## config.mk

```make
export PLATFORM = sky130hd
export DESIGN_NAME = ses_cell
export DESIGN_NICKNAME = d
export VERILOG_FILES = /design/src/sv/ses_pkg.sv /design/src/sv/ses_cell.sv
export SDC_FILE = /design/constraint.sdc
export NUM_CORES = 1
export LEC_CHECK = 0
export ABC_AREA = 1
export BUFFER_PORTS_ARGS = -buffer_cell sky130_fd_sc_hd__buf_4
export CAP_MARGIN = 40
export CORE_ASPECT_RATIO = 1.1
export CORE_MARGIN = 1
export CORE_UTILIZATION = 55
export DETAILED_ROUTE_END_ITERATION = 16
export GPL_ROUTABILITY_DRIVEN = 0
export GPL_TIMING_DRIVEN = 0
export PLACE_DENSITY = 0.79
export SYNTH_ARGS = -nofsm -noshare
export SYNTH_HDL_FRONTEND = slang
export SYNTH_SLANG_ARGS = --single-unit
```

## constraint.sdc

```tcl
create_clock -name clock -period 5.5 [get_ports clock]
set_clock_uncertainty 0.15 [all_clocks]
set_input_delay 1.1 -clock clock [delete_from_list [all_inputs] [get_ports clock]]
set_output_delay 1.1 -clock clock [all_outputs]
set_load 0.1 [all_outputs]
```

## src/sv/ses_pkg.sv

```systemverilog
// Package: shared constants and types of the sequential elimination selector.
`default_nettype none
package ses_pkg;
   localparam int MAX_ALT  = 16;
   localparam int SUM_W    = 48;
   localparam int IDX_W    = 4;
   localparam int CNT_W    = 5;
   localparam int SMP_W    = 32;
   localparam int THR_W    = 48;
   localparam int LAM_W    = 32;
   localparam int RND_W    = 16;
   localparam int ADDR_W   = 5;
   localparam int DATA_W   = 64;
   localparam int RESET_NUM = 2;

   localparam logic [1:0] REG_NUM = 2'd0;
   localparam logic [1:0] REG_THR = 2'd1;
   localparam logic [1:0] REG_LAM = 2'd2;

   // running leader handed from cell to cell
   typedef struct packed {
      logic                    valid;
      logic [IDX_W-1:0]        idx;
      logic signed [SUM_W-1:0] sum;
   } scan_type;

   // broadcast controls from the sequencer to every cell
   typedef struct packed {
      logic                    add_en;
      logic [IDX_W-1:0]        sel_idx;
      logic signed [SMP_W-1:0] sample;
      logic                    start;
      logic [CNT_W-1:0]        num;
      logic                    prune;
      logic signed [SUM_W-1:0] lead_sum;
      logic [THR_W-1:0]        slack;
   } cell_ctrl_type;
endpackage
`default_nettype wire

```

## src/sv/ses_cell.sv

```systemverilog
// Cell: one alternative's sum and active flag, plus one stage of the leader scan.
`default_nettype none
module ses_cell (
   input  wire logic                          clock,
   input  wire logic                          reset,
   input  wire logic [ses_pkg::IDX_W-1:0]     cell_id,
   input  wire ses_pkg::cell_ctrl_type        ctrl,
   input  wire ses_pkg::scan_type             scan_in,
   output      ses_pkg::scan_type             scan_out,
   output      logic                          active
);
   logic signed [ses_pkg::SUM_W-1:0] sum_ff, sum_in;
   logic                             act_ff, act_in;
   ses_pkg::scan_type                scan_ff, scan_in_nx;
   logic signed [ses_pkg::SUM_W:0]   ext;
   logic [ses_pkg::SUM_W-1:0]        gap;

   always_comb begin
      ext = {sum_ff[ses_pkg::SUM_W-1], sum_ff}
          + {{(ses_pkg::SUM_W+1-ses_pkg::SMP_W){ctrl.sample[ses_pkg::SMP_W-1]}}, ctrl.sample};
      gap = ctrl.lead_sum - sum_ff;
      sum_in = sum_ff;
      act_in = act_ff;
      if (ctrl.start) begin
         sum_in = '0;
         act_in = ({1'b0, cell_id} < ctrl.num);
      end else if (ctrl.add_en && act_ff && ctrl.sel_idx == cell_id) begin
         if (ext[ses_pkg::SUM_W] != ext[ses_pkg::SUM_W-1])
            sum_in = ext[ses_pkg::SUM_W] ? {1'b1, {(ses_pkg::SUM_W-1){1'b0}}}
                                         : {1'b0, {(ses_pkg::SUM_W-1){1'b1}}};
         else
            sum_in = ext[ses_pkg::SUM_W-1:0];
      end else if (ctrl.prune && act_ff && gap > ctrl.slack) begin
         act_in = 1'b0;
      end
      // keep the incoming leader unless this cell beats it strictly
      scan_in_nx = scan_in;
      if (act_ff && (!scan_in.valid || sum_ff > scan_in.sum)) begin
         scan_in_nx.valid = 1'b1;
         scan_in_nx.idx   = cell_id;
         scan_in_nx.sum   = sum_ff;
      end
   end

   always_ff @(posedge clock) begin
      if (reset) begin
         sum_ff <= '0;
         act_ff <= ({1'b0, cell_id} < ses_pkg::CNT_W'(ses_pkg::RESET_NUM));
         scan_ff.valid <= 1'b0;
      end else begin
         sum_ff  <= sum_in;
         act_ff  <= act_in;
         scan_ff.valid <= scan_in_nx.valid;
      end
      scan_ff.idx <= scan_in_nx.idx;
      scan_ff.sum <= scan_in_nx.sum;
   end

   assign scan_out = scan_ff;
   assign active   = act_ff;
endmodule
`default_nettype wire

```

==> impl_results.md <==
- Synth-to-Final Area Change: 19.9%
- Arr. time, crit path: 5.16 ns
- Iteration-0 DRC Markers: 1099
- CP Class: in -> reg
- DRC Markers: 0
- VDD IR max: 0.120 mV
- Synth warnings: 0
- Post-route insts no fill: 2733
- Sequential area share after synthesis: 15.8%
- CTS Buf Count: 9
- Via density: 5.62
- HP Start: sum_ff[1]$_SDFFE_PP0P_
- Min cycle time layout: 5.24 ns
- Io pins: 253
- Post-Route WL: 45.1 mm
- GRT Resource Usage Total: 36.5%
- CP required: 5.42 ns
- Commonest non-fill, non-tap cell in the layout: nand2_1
- Nets: 2821
- CTS tree: built
- Vias in the first global route: 14370
- Max Transition Viols Final: 0
- Hold-fix buffers, CTS: 0
- R2r endpoint: active$_DFFE_PP_
- Count of final hold-check violations: 0
- Worst reg2reg setup slack: 0.61 ns
- Hold Crit Depth: 2
- Worst r2r path cells: 23
- Hold Path Class: reg -> reg
- Crit path largest cell delay: 0.63 ns
- CP max stage cell: a21boi_0
- Most used DFF post-synth: dfxtp_1
- Total Neg Setup Slack: 0 ns
- Clk_lat worst skew: 0.35 ns
- Clock buffer depth: 2
- #FFs+latches synth: 102
- Post-synth cell types: 44
- Vias: 15347
- Number of synthesized flops with an enable pin: 1
- Die W: 149 µm
- Startpoint Class: primary input
- Die H: 163 µm
- Max Fanout on Critical Path: 4
- Fillers: 2166
- Routed wire per std cell: 16.5 µm
- CP dominant cell by count: nand2_1
- Initial antenna violation count: 2
- H-Tree Depth: 3
- Footprint of the multi-input gates: 9390 µm²
- Final setup violation count: 0
- Worst-path clk slew: 0.08 ns
- Core footprint: 23100 µm²
- Most frequent cells in the layout: nand2_1 (586), inv_1 (370), buf_4 (261)
- WHS Endpoint: scan_out[1]$_DFF_P_
- Global-route wire length before repair: 69.6 mm
- Max Cap Viol: 0
- Largest net degree at the start of global routing: 19
- Initial core utilization: 56.4%
- Detailed placement HPWL: 38.3 mm
- Fin crit share: 95.4%
- RSZ-0062 raised after global routing: false
- Std cell rows: 58
- Register area: 2050 µm²
- P_leak: 8.45 nW
- # placed instances: 2715
- Remaining global-route overflow: 0
- Die area: 24300 µm²
- PortBufs: 252
- Layout cells sized above 1: 12.0%
- Worst slew margin relative to its limit: 37.9%
- Syn_area_per_cell: 6.02 µm²
- RR Startpoint: sum_ff[0]$_SDFFE_PP0P_
- PD cells: 165 nW/µm²
- Mapped Area: 13000 µm²
- Root buf cell: clkbuf_16
- Router iterations before antenna repair: 7
- Syn Inst Count: 2163
- Syn nets: 2558
- Post-route ant nets: 0
- Status: completed
- Post-synth ARST share: 0%
- Clock sink total: 102
- Crit end category: flip-flop
- Worst slew pin tran: 0.931 ns
- Max Clk Rate: 0.191 GHz
[cell usage after synthesis (all sizes together), types with 2 or more instances]
library cell / n / share of area (%)
nand2: 591 / 17
inv: 370 / 11
a21oi: 216 / 8.4
ha: 194 / 19
nor2: 182 / 5.3
nand3: 129 / 5.0
o21ai: 118 / 4.5
dfxtp: 101 / 16
xor2: 55 / 3.7
nand4: 33 / 1.6
o21bai: 23 / 1.3
xnor2: 23 / 1.5
clkbuf: 20 / 0.58
nor3: 16 / 0.61
buf: 14 / 0.90
nor4: 12 / 0.58
a31oi: 11 / 0.53
a21boi: 8 / 0.46
o21a: 7 / 0.40
a21o: 5 / 0.29
a211oi: 4 / 0.23
nand3b: 4 / 0.23
o211ai: 4 / 0.23
and2: 3 / 0.14
or2: 3 / 0.14
a221oi: 2 / 0.13
fa: 2 / 0.31
nor3b: 2 / 0.12
o221ai: 2 / 0.13
o31ai: 2 / 0.12
[logic make-up (layout without fill, tap and decap cells)]
logic type | after synthesis | after routing | share of synthesized area, %
simple gates | 976 | 976 | 30.8
fa+ha+maj | 196 | 196 | 18.9
compound gates | 407 | 407 | 17.1
other cells | 0 | 2 | 0
buf+inv | 404 | 672 | 12.1
xor+xnor | 78 | 78 | 5.24
flops | 102 | 102 | 15.8
[final cells by class]
type / instances / share of cell area [%]
inverter: 370 / 8.89
buffer: 34 / 1.23
clock inverter: 6 / 0.449
clock buffer: 10 / 1.60
multi-input combinational: 1657 / 60.1
tap: 300 / 2.40
sequential: 102 / 13.1
timing repair buffer: 252 / 12.1
antenna: 2 / 0.0320
[stage by stage]
stage,setup WS [ns],power (W),cell area [µm²],hold WS [ns],utilization [%]
2_1_floorplan,1.22,0.00155,13000,0.339,-
3_3_place_gp,0.176,0.00187,15300,0.388,66.3
3_5_place_dp,0.0926,0.00189,15300,0.396,66.3
4_1_cts,0.447,0.00256,15600,0.408,67.7
5_1_grt,0.112,0.00270,15600,0.428,67.7
6_report,0.256,0.00258,15600,0.406,67.7
[metal layers]
metal / GRT usage (%) / vias up / wire length [µm]
met2: 62.2 / 754 / 20700
met1: 44.6 / 6858 / 18000
met4: 22.2 / 0 / 2850
met3: 2.99 / 164 / 3550
met5: 0 / - / 0
li1: - / 7571 / -
[power breakdown]
part | total (W) | internal [W] | switching, W
Clock | 0.000687 | 0.000387 | 0.000300
Sequential | 0.000797 | 0.000778 | 0.0000191
Combinational | 0.00109 | 0.000359 | 0.000735
[state kept, by name, summed over array words and instances, names as in the netlist]
| register | cells |
|---|---|
| sum_ff | 48 |
| scan_out | 53 |
| active | 1 |
[what timing repair did]
action | CTS | global route
endpoints found under the setup margin | 0 | 1
gates resized for setup | 0 | 1
buffers inserted | 0 | 0
[worst max path at each step]
| stage | from | to | slack (ns) | cells after the start |
|---|---|---|---|---|
| floorplan | ctrl[48] | active$_DFFE_PP_ | 1.22 | 24 |
| global placement | ctrl[50] | active$_DFFE_PP_ | 0.18 | 22 |
| detailed placement | ctrl[50] | active$_DFFE_PP_ | 0.09 | 22 |
| CTS | ctrl[50] | active$_DFFE_PP_ | 0.45 | 22 |
| global route | ctrl[48] | active$_DFFE_PP_ | 0.11 | 25 |
| finish | ctrl[48] | active$_DFFE_PP_ | 0.26 | 25 |
[critical path: cells and delay by family]
kind | cells | cell delay [ns]
compound gates | 1 | 0.63
xor+xnor | 1 | 0.19
fa+ha+maj | 3 | 0.86
buf+inv | 5 | 0.40
simple gates | 15 | 1.97
(Power assumes the default switching activity.)
